==> config.mk <==
export PLATFORM = sky130hd
export DESIGN_NAME = action_deadline_supervisor
export DESIGN_NICKNAME = d
export VERILOG_FILES = /design/src/design/adsv_pkg.sv /design/src/design/adsv_div.sv /design/src/design/action_deadline_supervisor.sv
export SDC_FILE = /design/constraint.sdc
export NUM_CORES = 2
export LEC_CHECK = 0
export BUFFER_PORTS_ARGS = -buffer_cell sky130_fd_sc_hd__buf_4
export CAP_MARGIN = 10
export CORE_UTILIZATION = 42
export DETAILED_ROUTE_END_ITERATION = 12
export SLEW_MARGIN = 10
export SYNTH_ARGS = -nofsm -noshare
export SYNTH_HDL_FRONTEND = slang
export SYNTH_HIERARCHICAL = 1
export SYNTH_SLANG_ARGS = --single-unit
==> constraint.sdc <==
create_clock -name clk -period 11 [get_ports clk]
set_input_delay 1.65 -clock clk [delete_from_list [all_inputs] [get_ports clk]]
set_output_delay 1.65 -clock clk [all_outputs]
set_load 0.1 [all_outputs]
==> src/design/adsv_pkg.sv <==
`timescale 1ns / 1ps
package adsv_pkg;

  localparam int TIME_BITS = 48;
  localparam int EP_BITS   = 53;
  localparam int SEQ_BITS  = 31;
  localparam int VEL_BITS  = 32;
  localparam int CFG_BITS  = 32;

  localparam logic [2:0] OP_START  = 3'd0;
  localparam logic [2:0] OP_STOP   = 3'd1;
  localparam logic [2:0] OP_OBSERVE = 3'd2;
  localparam logic [2:0] OP_TICK   = 3'd3;
  localparam logic [2:0] OP_REPLY  = 3'd4;

  localparam logic [1:0] KIND_NONE = 2'd0;
  localparam logic [1:0] KIND_CMD  = 2'd1;
  localparam logic [1:0] KIND_OBS  = 2'd2;

  localparam logic [1:0] CAUSE_ACCEPT = 2'd0;
  localparam logic [1:0] CAUSE_HOLD   = 2'd1;
  localparam logic [1:0] CAUSE_SAFE   = 2'd2;

  localparam logic [1:0] CFG_INTERVAL = 2'd0;
  localparam logic [1:0] CFG_DEADLINE = 2'd1;
  localparam logic [1:0] CFG_MISSES   = 2'd2;

  localparam logic [31:0] SRC_NONE = 32'hFFFF_FFFF;

  typedef enum logic [1:0] {ST_IDLE, ST_DIV, ST_EMIT} adsv_state_t;

  typedef struct packed {
    logic [2:0]                operation;
    logic [EP_BITS-1:0]        episode_id;
    logic [SEQ_BITS-1:0]       reply_sequence;
    logic signed [VEL_BITS-1:0] reply_velocity_x;
    logic signed [VEL_BITS-1:0] reply_velocity_y;
    logic [TIME_BITS-1:0]      sim_time;
    logic [TIME_BITS-1:0]      wall_time;
    logic                      state_valid;
    logic                      is_resimulation;
  } adsv_in_t;

  typedef struct packed {
    logic [1:0]                kind;
    logic [EP_BITS-1:0]        out_episode;
    logic [SEQ_BITS-1:0]       sequence_res;
    logic                      has_previous;
    logic signed [31:0]        previous_sequence;
    logic signed [VEL_BITS-1:0] velocity_x;
    logic signed [VEL_BITS-1:0] velocity_y;
    logic [1:0]                cause;
    logic                      last;
  } adsv_out_t;

  typedef struct packed {
    logic                 start;
    logic [TIME_BITS-1:0] dividend;
    logic [CFG_BITS-1:0]  divisor;
  } adsv_div_req_t;

  typedef struct packed {
    logic                done;
    logic [CFG_BITS-1:0] rem;
  } adsv_div_rsp_t;

endpackage

==> src/design/adsv_div.sv <==
`timescale 1ns / 1ps
module adsv_div
  import adsv_pkg::*;
(
  input  logic          clk,
  input  logic          rst_n,
  input  adsv_div_req_t req,
  output adsv_div_rsp_t rsp
);

  localparam int CW = $clog2(TIME_BITS + 1);

  logic [CW-1:0]        cnt_r, cnt_nxt;
  logic [TIME_BITS-1:0] num_r, num_nxt;
  logic [CFG_BITS-1:0]  rem_r, rem_nxt;
  logic [CFG_BITS-1:0]  dsr_r, dsr_nxt;
  logic                 done_r, done_nxt;
  logic [CFG_BITS:0]    trial;

  always_comb begin
    cnt_nxt  = cnt_r;
    num_nxt  = num_r;
    rem_nxt  = rem_r;
    dsr_nxt  = dsr_r;
    done_nxt = 1'b0;
    trial    = {rem_r, num_r[TIME_BITS-1]};
    if (req.start) begin
      cnt_nxt = CW'(TIME_BITS);
      num_nxt = req.dividend;
      rem_nxt = '0;
      dsr_nxt = req.divisor;
    end else if (cnt_r != '0) begin
      if (trial >= {1'b0, dsr_r}) begin
        rem_nxt = CFG_BITS'(trial - {1'b0, dsr_r});
      end else begin
        rem_nxt = trial[CFG_BITS-1:0];
      end
      num_nxt  = {num_r[TIME_BITS-2:0], 1'b0};
      cnt_nxt  = cnt_r - CW'(1);
      done_nxt = (cnt_r == CW'(1));
    end
  end

  always_ff @(posedge clk) begin
    if (!rst_n) begin
      cnt_r  <= '0;
      done_r <= 1'b0;
    end else begin
      cnt_r  <= cnt_nxt;
      done_r <= done_nxt;
    end
    num_r <= num_nxt;
    rem_r <= rem_nxt;
    dsr_r <= dsr_nxt;
  end

  assign rsp.done = done_r;
  assign rsp.rem  = rem_r;

endmodule

==> src/design/action_deadline_supervisor.sv <==
`timescale 1ns / 1ps
// Supervises a request/response control link. Each accepted beat is handled
// alone: start and stop beats only update state; an observe beat that finds
// the slot grid already set waits for the slot remainder from a restoring
// divider that retires one time bit per cycle. Up to two result beats follow,
// an expiry command before the observation request; no input beat is taken
// until the last one has gone.
module action_deadline_supervisor
  import adsv_pkg::*;
(
  input  logic                clk,
  input  logic                rst_n,
  input  logic                in_valid,
  output logic                in_stall,
  input  adsv_in_t            in_data,
  output logic                out_valid,
  input  logic                out_stall,
  output adsv_out_t           out_data,
  input  logic                cfg_we,
  input  logic [1:0]          cfg_index,
  input  logic [CFG_BITS-1:0] cfg_data
);

  localparam logic [TIME_BITS-1:0] TIME_MAX = '1;

  adsv_state_t state_r, state_nxt;

  logic [31:0] interval_r, deadline_r;
  logic [7:0]  misses_r;

  logic                 enabled_r, enabled_nxt;
  logic [EP_BITS-1:0]   episode_r, episode_nxt;
  logic                 has_epoch_r, has_epoch_nxt;
  logic [TIME_BITS-1:0] epoch_r, epoch_nxt;
  logic [TIME_BITS-1:0] boundary_r, boundary_nxt;
  logic                 outstanding_r, outstanding_nxt;
  logic                 answered_r, answered_nxt;
  logic [TIME_BITS-1:0] rdeadline_r, rdeadline_nxt;
  logic [SEQ_BITS-1:0]  next_seq_r, next_seq_nxt;
  logic [SEQ_BITS-1:0]  pend_seq_r, pend_seq_nxt;
  logic [VEL_BITS-1:0]  avx_r, avx_nxt;
  logic [VEL_BITS-1:0]  avy_r, avy_nxt;
  logic [31:0]          asrc_r, asrc_nxt;
  logic [7:0]           miss_r, miss_nxt;
  logic [TIME_BITS-1:0] base_r, base_nxt;
  adsv_out_t            res_a_r, res_a_nxt, res_b_r, res_b_nxt;
  logic                 two_r, two_nxt;
  logic                 idx_r, idx_nxt;

  adsv_div_req_t div_req;
  adsv_div_rsp_t div_rsp;

  logic [31:0]          interval;
  logic                 accept;
  logic [7:0]           miss_inc;
  logic                 stop_now;
  logic                 obs_go;
  logic [TIME_BITS-1:0] elapsed;
  logic [TIME_BITS:0]   sum_b, sum_d, sum_f;
  logic [TIME_BITS-1:0] slot_base;
  adsv_out_t            cmd, obs;

  adsv_div u_div (
    .clk  (clk),
    .rst_n(rst_n),
    .req  (div_req),
    .rsp  (div_rsp)
  );

  assign interval = (interval_r == '0) ? 32'd1 : interval_r;
  assign accept   = in_valid && !in_stall;
  assign in_stall = (state_r != ST_IDLE);
  assign out_valid = (state_r == ST_EMIT);
  assign out_data = idx_r ? res_b_r : res_a_r;

  always_comb begin
    state_nxt       = state_r;
    enabled_nxt     = enabled_r;
    episode_nxt     = episode_r;
    has_epoch_nxt   = has_epoch_r;
    epoch_nxt       = epoch_r;
    boundary_nxt    = boundary_r;
    outstanding_nxt = outstanding_r;
    answered_nxt    = answered_r;
    rdeadline_nxt   = rdeadline_r;
    next_seq_nxt    = next_seq_r;
    pend_seq_nxt    = pend_seq_r;
    avx_nxt         = avx_r;
    avy_nxt         = avy_r;
    asrc_nxt        = asrc_r;
    miss_nxt        = miss_r;
    base_nxt        = base_r;
    res_a_nxt       = res_a_r;
    res_b_nxt       = res_b_r;
    two_nxt         = two_r;
    idx_nxt         = idx_r;

    miss_inc = (miss_r == 8'hFF) ? miss_r : miss_r + 8'd1;
    stop_now = (miss_inc >= misses_r);

    cmd                   = '0;
    cmd.kind              = KIND_CMD;
    cmd.sequence_res      = pend_seq_r;
    cmd.velocity_x        = stop_now ? '0 : avx_r;
    cmd.velocity_y        = stop_now ? '0 : avy_r;
    cmd.cause             = stop_now ? CAUSE_SAFE : CAUSE_HOLD;
    cmd.last              = 1'b1;

    obs                   = '0;
    obs.kind              = KIND_OBS;
    obs.out_episode       = episode_r;
    obs.sequence_res      = next_seq_r;
    obs.has_previous      = (next_seq_r != '0);
    obs.previous_sequence = asrc_r;
    obs.velocity_x        = avx_r;
    obs.velocity_y        = avy_r;
    obs.last              = 1'b1;

    obs_go = enabled_r && in_data.state_valid && !in_data.is_resimulation &&
             !(has_epoch_r && (in_data.sim_time < boundary_r));
    elapsed = (in_data.sim_time > epoch_r) ? in_data.sim_time - epoch_r : '0;
    sum_b = {1'b0, in_data.sim_time} + {{(TIME_BITS-32){1'b0}}, interval};
    sum_d = {1'b0, in_data.wall_time} + {{(TIME_BITS-32){1'b0}}, deadline_r};
    slot_base = base_r - {{(TIME_BITS-32){1'b0}}, div_rsp.rem};
    sum_f = {1'b0, slot_base} + {{(TIME_BITS-32){1'b0}}, interval};

    div_req.start    = 1'b0;
    div_req.dividend = elapsed;
    div_req.divisor  = interval;

    case (state_r)
      ST_IDLE: begin
        if (accept) begin
          case (in_data.operation)
            OP_START, OP_STOP: begin
              enabled_nxt     = (in_data.operation == OP_START);
              episode_nxt     = (in_data.operation == OP_START) ? in_data.episode_id : '0;
              if (in_data.operation == OP_START) begin
                epoch_nxt     = '0;
                boundary_nxt  = '0;
                rdeadline_nxt = '0;
              end
              has_epoch_nxt   = 1'b0;
              outstanding_nxt = 1'b0;
              answered_nxt    = 1'b0;
              avx_nxt         = '0;
              avy_nxt         = '0;
              asrc_nxt        = SRC_NONE;
              next_seq_nxt    = '0;
              pend_seq_nxt    = '0;
              miss_nxt        = '0;
            end
            OP_OBSERVE: begin
              if (obs_go) begin
                two_nxt = outstanding_r;
                idx_nxt = 1'b0;
                if (outstanding_r) begin
                  cmd.last  = 1'b0;
                  res_a_nxt = cmd;
                  res_b_nxt = obs;
                  miss_nxt  = miss_inc;
                  if (stop_now) begin
                    avx_nxt  = '0;
                    avy_nxt  = '0;
                    asrc_nxt = {1'b0, pend_seq_r};
                  end
                end else begin
                  res_a_nxt = obs;
                end
                if ((outstanding_r && stop_now) || (asrc_r == SRC_NONE)) begin
                  if (asrc_r == SRC_NONE) begin
                    asrc_nxt = {1'b0, next_seq_r};
                  end
                end
                next_seq_nxt    = next_seq_r + SEQ_BITS'(1);
                pend_seq_nxt    = next_seq_r;
                outstanding_nxt = 1'b1;
                answered_nxt    = 1'b0;
                rdeadline_nxt   = sum_d[TIME_BITS] ? TIME_MAX : sum_d[TIME_BITS-1:0];
                if (!has_epoch_r) begin
                  has_epoch_nxt = 1'b1;
                  epoch_nxt     = in_data.sim_time;
                  boundary_nxt  = sum_b[TIME_BITS] ? TIME_MAX : sum_b[TIME_BITS-1:0];
                  state_nxt     = ST_EMIT;
                end else begin
                  base_nxt      = (in_data.sim_time > epoch_r) ? in_data.sim_time : epoch_r;
                  div_req.start = 1'b1;
                  state_nxt     = ST_DIV;
                end
              end
            end
            OP_TICK: begin
              if (enabled_r && outstanding_r && (in_data.wall_time >= rdeadline_r)) begin
                outstanding_nxt = 1'b0;
                answered_nxt    = 1'b0;
                miss_nxt        = miss_inc;
                if (stop_now) begin
                  avx_nxt  = '0;
                  avy_nxt  = '0;
                  asrc_nxt = {1'b0, pend_seq_r};
                end
                res_a_nxt = cmd;
                two_nxt   = 1'b0;
                idx_nxt   = 1'b0;
                state_nxt = ST_EMIT;
              end
            end
            OP_REPLY: begin
              if (enabled_r && outstanding_r && !answered_r &&
                  (in_data.episode_id == episode_r) &&
                  (in_data.reply_sequence == pend_seq_r) &&
                  (in_data.wall_time < rdeadline_r)) begin
                outstanding_nxt = 1'b0;
                answered_nxt    = 1'b1;
                miss_nxt        = '0;
                avx_nxt         = in_data.reply_velocity_x;
                avy_nxt         = in_data.reply_velocity_y;
                asrc_nxt        = {1'b0, in_data.reply_sequence};
                res_a_nxt              = '0;
                res_a_nxt.kind         = KIND_CMD;
                res_a_nxt.sequence_res = in_data.reply_sequence;
                res_a_nxt.velocity_x   = in_data.reply_velocity_x;
                res_a_nxt.velocity_y   = in_data.reply_velocity_y;
                res_a_nxt.cause        = CAUSE_ACCEPT;
                res_a_nxt.last         = 1'b1;
                two_nxt   = 1'b0;
                idx_nxt   = 1'b0;
                state_nxt = ST_EMIT;
              end
            end
            default: begin
            end
          endcase
        end
      end
      ST_DIV: begin
        if (div_rsp.done) begin
          boundary_nxt = sum_f[TIME_BITS] ? TIME_MAX : sum_f[TIME_BITS-1:0];
          state_nxt    = ST_EMIT;
        end
      end
      ST_EMIT: begin
        if (!out_stall) begin
          if (two_r && !idx_r) begin
            idx_nxt = 1'b1;
          end else begin
            state_nxt = ST_IDLE;
          end
        end
      end
      default: begin
        state_nxt = ST_IDLE;
      end
    endcase
  end

  always_ff @(posedge clk) begin
    if (!rst_n) begin
      state_r       <= ST_IDLE;
      interval_r    <= 32'd100000;
      deadline_r    <= 32'd100000;
      misses_r      <= 8'd3;
      enabled_r     <= 1'b0;
      episode_r     <= '0;
      has_epoch_r   <= 1'b0;
      epoch_r       <= '0;
      boundary_r    <= '0;
      outstanding_r <= 1'b0;
      answered_r    <= 1'b0;
      rdeadline_r   <= '0;
      next_seq_r    <= '0;
      pend_seq_r    <= '0;
      avx_r         <= '0;
      avy_r         <= '0;
      asrc_r        <= SRC_NONE;
      miss_r        <= '0;
      two_r         <= 1'b0;
      idx_r         <= 1'b0;
    end else begin
      state_r       <= state_nxt;
      enabled_r     <= enabled_nxt;
      episode_r     <= episode_nxt;
      has_epoch_r   <= has_epoch_nxt;
      epoch_r       <= epoch_nxt;
      boundary_r    <= boundary_nxt;
      outstanding_r <= outstanding_nxt;
      answered_r    <= answered_nxt;
      rdeadline_r   <= rdeadline_nxt;
      next_seq_r    <= next_seq_nxt;
      pend_seq_r    <= pend_seq_nxt;
      avx_r         <= avx_nxt;
      avy_r         <= avy_nxt;
      asrc_r        <= asrc_nxt;
      miss_r        <= miss_nxt;
      two_r         <= two_nxt;
      idx_r         <= idx_nxt;
      if (cfg_we) begin
        case (cfg_index)
          CFG_INTERVAL: interval_r <= cfg_data;
          CFG_DEADLINE: deadline_r <= cfg_data;
          CFG_MISSES:   misses_r   <= cfg_data[7:0];
          default: begin
          end
        endcase
      end
    end
    base_r  <= base_nxt;
    res_a_r <= res_a_nxt;
    res_b_r <= res_b_nxt;
  end

endmodule

# == Word level (Yosys, flattened, before mapping) ==
# Index checks and enable logic that the tools add are counted.
# totals
reg_bits,977
in_bits,288
out_inout_bits,188
# op_classes
addsub,9
order_cmp,6
eq_ne,31
n_mux,91
bitwise_logic,2
reduce_logical,50
# ops
operator,count
186-bit two-way mux,5
48-bit two-way mux,15
32-bit two-way mux,19
186-bit one-hot mux with 3 select lines,1
32-bit one-hot mux with 4 select lines,3
48-bit one-hot mux with 2 select lines,4
48-bit by 32-bit adder with 49-bit output,3
31-bit one-hot mux with 2 select lines,2
48-bit < comparator,2
31-bit two-way mux,2
53-bit == test,1
53-bit two-way mux,1
48-bit >= comparator,1
48-bit > comparator,1
48-bit by 32-bit subtractor with 48-bit output,1
48-bit subtractor,1
8-bit two-way mux,5
33-bit by 32-bit >= comparator with 1-bit output,1
32-bit == test (second input constant),1
32-bit logical NOT,1
8-bit one-hot mux with 4 select lines,1
32-bit subtractor,1
31-bit by 1-bit adder with 31-bit output (second input constant),1
31-bit == test,1
other kinds (42),115

# == Logic depth before layout (Yosys ltp) ==
# logic_depth
depth_word,9
mapped_depth,25
ltp_nobuf,23

# == Modules after synthesis ==
# The synthesis kept the hierarchy.
# modules_own_cells
mod,instances,cells_each,area_each_um2,seq_area_each_um2
action_deadline_supervisor,1,5217,49362.3,21330.5
adsv_div,1,627,6621.4,3183.1

# == Worst setup path after synthesis ==
# Ideal clock, no wire load.
# synth_path
path_kind,input -> register
from,input port in_data[81] in the netlist's numbering
to,"register res_b_r[100] in the netlist's numbering, enable pin"
setup_ns,0.563
arrival_time_ns,7.963
required_ns,10.437
path_slack_ns,2.474
path_stages,9
n_path_buf,1
path_cell_list,ha_1 nand4_1 or3_1 nor3_1 nor2b_1 o41ai_1 a2111oi_0 clkbuf_1 and2_1
# synth_between
elab_chain_cells,5
# synth_rtl
item,line_no,text
"start, declared",action_deadline_supervisor.sv:15,"input adsv_in_t in_data,"
48-bit < comparator,action_deadline_supervisor.sv:120,!(has_epoch_r && (in_data.sim_time < boundary_r));
1-bit logical AND,action_deadline_supervisor.sv:120,
1-bit logical NOT,action_deadline_supervisor.sv:120,
1-bit logical AND,action_deadline_supervisor.sv:119,obs_go = enabled_r && in_data.state_valid && !in_data.is_resimulation &&
5-bit AND reduction (no line),--,
"end signal, assigned",action_deadline_supervisor.sv:309,res_b_r <= res_b_nxt;
"end, declared",action_deadline_supervisor.sv:46,"adsv_out_t res_a_r, res_a_nxt, res_b_r, res_b_nxt;"
# No other way between the ends.
# A chain may end at the register's enable or synchronous reset.

# == Final worst setup path ==
# layout_path
from,register u_div.rem_r[0]
to,register boundary_r[41]
# layout_between
elab_chain_cells,5
# layout_rtl
item,line_no,text
"start, declared",adsv_div.sv:15,"logic [CFG_BITS-1:0] rem_r, rem_nxt;"
"start signal, assigned",adsv_div.sv:53,rem_r <= rem_nxt;
48-bit by 32-bit subtractor with 48-bit output,action_deadline_supervisor.sv:124,"slot_base = base_r - {{(TIME_BITS-32){1'b0}}, div_rsp.rem};"
48-bit by 32-bit adder with 49-bit output,action_deadline_supervisor.sv:125,"sum_f = {1'b0, slot_base} + {{(TIME_BITS-32){1'b0}}, interval};"
48-bit two-way mux,action_deadline_supervisor.sv:238,boundary_nxt = sum_f[TIME_BITS] ? TIME_MAX : sum_f[TIME_BITS-1:0];
48-bit two-way mux,action_deadline_supervisor.sv:237,if (div_rsp.done) begin
48-bit one-hot mux with 2 select lines,action_deadline_supervisor.sv:131,case (state_r)
"end signal, assigned",action_deadline_supervisor.sv:285,boundary_r <= boundary_nxt;
"end, declared",action_deadline_supervisor.sv:35,"logic [TIME_BITS-1:0] boundary_r, boundary_nxt;"
# No other way between the ends. The select of a mux whose other input is x is not followed.

==> results.md <==
Run status:
- The run finished with clean final reports.

Worst setup path:
- The kind of critical path is reg -> reg.
- The critical path contains buffers and inverters numbering 2 combined.
- The terminus of the critical flop-to-flop path is boundary_r[41].
- The cell occurring most often along the worst timing path is a21oi_1.
- The worst setup path endpoint is boundary_r[41].
- Data on the critical path is required at its endpoint by 11.62 ns.
- The master of the slowest instance on the critical path is or3_1.
- Grouping stages by cell kind, the critical path spends the most delay in compound AO/OA/AOI/OAI gates.
- The flop-to-flop setup slack is 4.78 ns.
- The launch point of the critical path is u_div/rem_r[0].
- The critical path runs through a total of 20 cells.
- The peak per-stage delay on the critical path is 0.55 ns.
- The type of element launching the critical path is a register.
- The maximum net fanout on the critical path is 41.
- The critical path goes through ha_1 -> inv_1 -> fa_1 -> a211oi_1 -> o21ai_1 -> o211ai_1 -> nand2_1 -> a21oi_1 -> o41ai_1 -> xor2_1 -> ha_1 -> and4_1 -> nand4_1 -> nor4_1 -> a21oi_1 -> or3_1 -> nor4_4 -> buf_4 -> a21oi_1 -> a31oi_1.
- The number of cells on the worst reg-to-reg path is 20.
- The category of the worst setup path capture point is a register.
- The launching point of the worst reg2reg path is u_div/rem_r[0].
- Data arrives at the worst endpoint at 6.84 ns.

Pwr:
- IR analysis of the VDD net gives a maximum drop of 0.1393 mV.
- Power spread over the standard cell area amounts to 187.2 nW/µm².
- After layout, the design draws a total of roughly 12,000 µW.
- Summed over all cells, the static leakage comes to between 0.02 and 0.025 µW.

Floorplanning:
- Measured along the x axis, the die boundary spans roughly 370 µm.
- In this run the vertical extent of the chip is 367.1 µm.
- The initial utilization of the core area, before any placement, comes to 42.48%.
- The floorplan row count is 133.
- After floorplanning, the core was sized to cover 131,800 µm².
- The number of top-level design ports is 476.
- The floorplan step defined a die boundary enclosing 134,800 µm².

Clocking:
- Hold repair after CTS inserted 0 buffers.
- After clock tree synthesis, the clock-pin slew on the worst setup and hold paths is 0.06 ns.
- Buffers inserted during clock tree synthesis total 113.
- The number of H-tree levels is 3.
- TritonCTS built the clock tree.
- The quantity of gates resized following cts is 0.
- The setup fix buffers added after clock tree synthesis is 0.
- The worst-case clock buffer depth is 3.
- The clock net sink count is between 900 and 1,000.
- The insertion delay to the later sink of the worst-skew pair is 0.76 ns.
- The buffer type at the clock tree root is clkbuf_16.

Timing:
- The count of final max-slew check failures was 0.
- The worst-case headroom to the max-slew limit is approximately 7.1%.
- After routing, the total negative slack on setup checks comes to 0 ns.
- Setup repair after global routing left no endpoint under its margin.
- The number of endpoints with negative hold slack in the final report is 0.
- The clock arrives with 0.07592 ns of skew.
- The share of the clock period used by the worst path is 56.59%.
- The final count of negative-setup-slack endpoints is 0.
- Timing would allow up to approximately 160 MHz.
- At the pin with the least slew margin, the transition time is 1.376 ns.
- The clock period minus final worst setup slack is just over 6 ns.

Synthesis:
- The main combinational cell family by area after synthesis is compound AO/OA/AOI/OAI gates.
- The basic-gate share of the synthesized area counting and, or, nand and nor cells is 13.56%.
- Summing the areas of all fa, ha and maj instances in the mapped netlist gives 7.277% of the synthesized area.
- The synthesis-stage register bit count is around 980.
- The leading register cell type out of synthesis is edfxtp_1.
- The number of library cell types mapped by synthesis is approximately 100.
- The synthesized netlist devotes between 20% and 30% of its cell area to compound gates.
- After Yosys synthesis, XOR and XNOR cells account for under 10% of the synthesized area.
- The average cell area after synthesis is around 9.6 µm².
- In the synthesized netlist the async set-or-reset flop fraction comes to 0%.
- The synthesized netlist cell count is 5,844.
- Yosys printed 6 warnings.
- The cell area after synthesis is 55,980 µm².
- The proportion of synthesized chip area in sequential cells is 43.79%.
- The synthesized design contains 495 enable-type register cells.
- The total nets after synthesis is 6,454.
- The portion of synthesized area spent on multiplexers is 5.949%.

Routing:
- The average wire length per cell after detail routing is 23.67 µm.
- Wires add up to 189,400 µm.
- The number of vias in the routed layout is around 47,000.
- The detail route stage leaves a number of antenna-violating nets equal to 0.
- The number of optimization iterations in the first detailed-route pass is 8.
- The post-detailed-route via-to-cell ratio is 5.878.
- After detailed routing, the number of remaining DRC violations is 0.
- For this block, the initial DRC count from the detailed router was about 4,500.

Place:
- The final weighted congestion of routability-driven global placement is 0.9229.
- The placed instances occupy a cell area of 60,830 µm².
- The sum of net half-perimeters after detailed placement is 135,300 µm.
- In this run the tool buffered the top-level ports with 475 buffer cells.
- The total instance count after detailed placement is 7,762.

Final layout:
- For this run, the post-layout net count is 6,732.
- The area of all placed cells without fillers is 64,700 µm².
- The count of cells in the finished layout, fillers not included, comes to between 8,000 and 9,000.
- The growth of design area from synthesis to finish is 15.56%.
- The filler cell count is 12,396.
- Of the cells placed in the final design, the portion with a size suffix greater than 1 is 17.23%.

Global routing:
- The number of global-route vias before repair is 44,082.
- The first-pass GRT wire length is 283,200 µm.
- The initial antenna violation count came to 32.
- The overall global routing resource usage is 27.21%.
- After global routing the overflow that remains totals 0.
- The largest net degree at the start of global routing is 115.

Worst hold path:
- The kind of path behind the tightest hold check is reg -> reg.

Flow run:
- The max capacitance violation total is 0.
synth_stat cells, types with 20 or more instances:
cell / n / share of area (%)
nor3_1: 91 / 0.81
inv_1: 358 / 2.4
a32o_1: 65 / 1.2
nor2_1: 485 / 3.3
ha_1: 316 / 7.1
a211o_1: 22 / 0.34
mux2_2: 278 / 5.6
nand2_1: 432 / 2.9
edfxtp_1: 495 / 27
mux2i_1: 20 / 0.36
or3_1: 38 / 0.42
o21ai_0: 301 / 2.7
a31oi_1: 79 / 0.88
a211oi_1: 50 / 0.67
and2_1: 81 / 0.91
or4_1: 21 / 0.28
a21o_1: 172 / 2.3
nand3_1: 100 / 0.89
a22o_1: 71 / 1.1
dfxtp_1: 482 / 17
o221ai_1: 34 / 0.53
a21oi_1: 383 / 3.4
nor2b_1: 38 / 0.42
or2_2: 22 / 0.25
a222oi_1: 31 / 0.55
o21a_1: 44 / 0.59
o21ai_1: 47 / 0.42
nor4_1: 50 / 0.56
a22oi_1: 139 / 1.9
xnor2_1: 153 / 2.4
a221oi_1: 40 / 0.63
o21bai_1: 25 / 0.34
o211ai_1: 28 / 0.38
clkbuf_1: 317 / 2.1
nand2b_1: 44 / 0.49
nand4_1: 71 / 0.79
xor2_1: 118 / 1.8
and3_1: 42 / 0.47
stage by stage:
| step | hold WS [ns] | setup slack, ns | utilization, % |
|---|---|---|---|
| 2_1_floorplan | 0.4064 | 2.474 | - |
| 3_3_place_gp | 0.4263 | 4.144 | 46.15 |
| 3_5_place_dp | 0.4312 | 4.143 | 46.15 |
| 4_1_cts | 0.4049 | 4.761 | 49.04 |
| 5_1_grt | 0.4282 | 4.302 | 49.09 |
| 6_report | 0.4158 | 4.775 | 49.09 |
report_power, final:
part	switching, µW	total (µW)	internal, µW
Sequential	168	4290	4120
Combinational	2510	3970	1460
Clock	1660	3850	2190
registers in the layout, indices dropped and copies added, names as in the netlist, 48 cells and up:
register / cells
res_a_r: 186
res_b_r: 181
episode_r: 53
base_r: 48
boundary_r: 48
epoch_r: 48
rdeadline_r: 48
u_div/num_r: 48
cells by family after synthesis:
family	after synthesis
compound gates	1670
xor+xnor	271
fa+ha+maj	322
buf+inv	719
flops	977
mux	298
simple gates	1587
worst register-to-register path, stage by stage, from the launching register on:
cell      delay (ns)
dfxtp_1         0.43
ha_1            0.20
inv_1           0.05
fa_1            0.42
a211oi_1        0.26
o21ai_1         0.22
o211ai_1        0.38
nand2_1         0.19
a21oi_1         0.33
o41ai_1         0.16
xor2_1          0.18
ha_1            0.46
and4_1          0.26
nand4_1         0.18
nor4_1          0.30
a21oi_1         0.24
or3_1           0.56
nor4_4          0.31
buf_4           0.44
a21oi_1         0.32
a31oi_1         0.24
how the worst min path moves through the flow:
stage                                  to  cells past startpoint             from  slack [ns]
after floorplan              res_b_r[106]                      0    next_seq_r[6]        0.41
final                         res_b_r[47]                      0        avx_r[12]        0.42
after detailed placement  rdeadline_r[28]                      2  rdeadline_r[28]        0.43
after global routing          res_b_r[47]                      0        avx_r[12]        0.43
after global placement    rdeadline_r[29]                      2  rdeadline_r[29]        0.43
after CTS                     res_b_r[26]                      0        avy_r[23]        0.40
placed cells by master, fill, tap and decap left out, types with 47 or more instances in the layout:
master	n
nor4_1	50
dfxtp_1	481
inv_1	356
xnor2_1	153
o21ai_0	301
edfxtp_1	495
mux2_2	278
a22o_1	71
nand2_1	430
and2_1	79
ha_1	316
nand3_1	100
clkbuf_16	117
xor2_1	118
a21o_1	172
nand4_1	71
o21ai_1	47
a21oi_1	381
a32o_1	65
nor2_1	474
nor3_1	90
a211oi_1	50
a31oi_1	79
a22oi_1	139
buf_4	522
layer usage:
| layer | track usage, % | vias up | share of wire (%) |
|---|---|---|---|
| met3 | 4.448 | 312 | 7.3 |
| met5 | 0.5698 | - | 0.034 |
| met1 | 36.18 | 22811 | 42 |
| met2 | 43.91 | 1787 | 46 |
| li1 | - | 22116 | - |
| met4 | 10.90 | 10 | 4.1 |
cell type report:
cell class                      count  area (µm²)  share of cell area, %
Inverter                          360        1366                  2.112
Tap cell                         1755        2196                  3.394
Clock buffer                      155        3161                  4.885
Sequential cell                   977       24520                  37.90
Clock inverter                     61       646.9                 0.9999
Antenna cell                       24       60.06                0.09283
Multi-Input combinational cell   4148       28830                  44.56
Timing Repair Buffer              522        3919                  6.057
No activity file was read; power rests on OpenSTA's default activity.
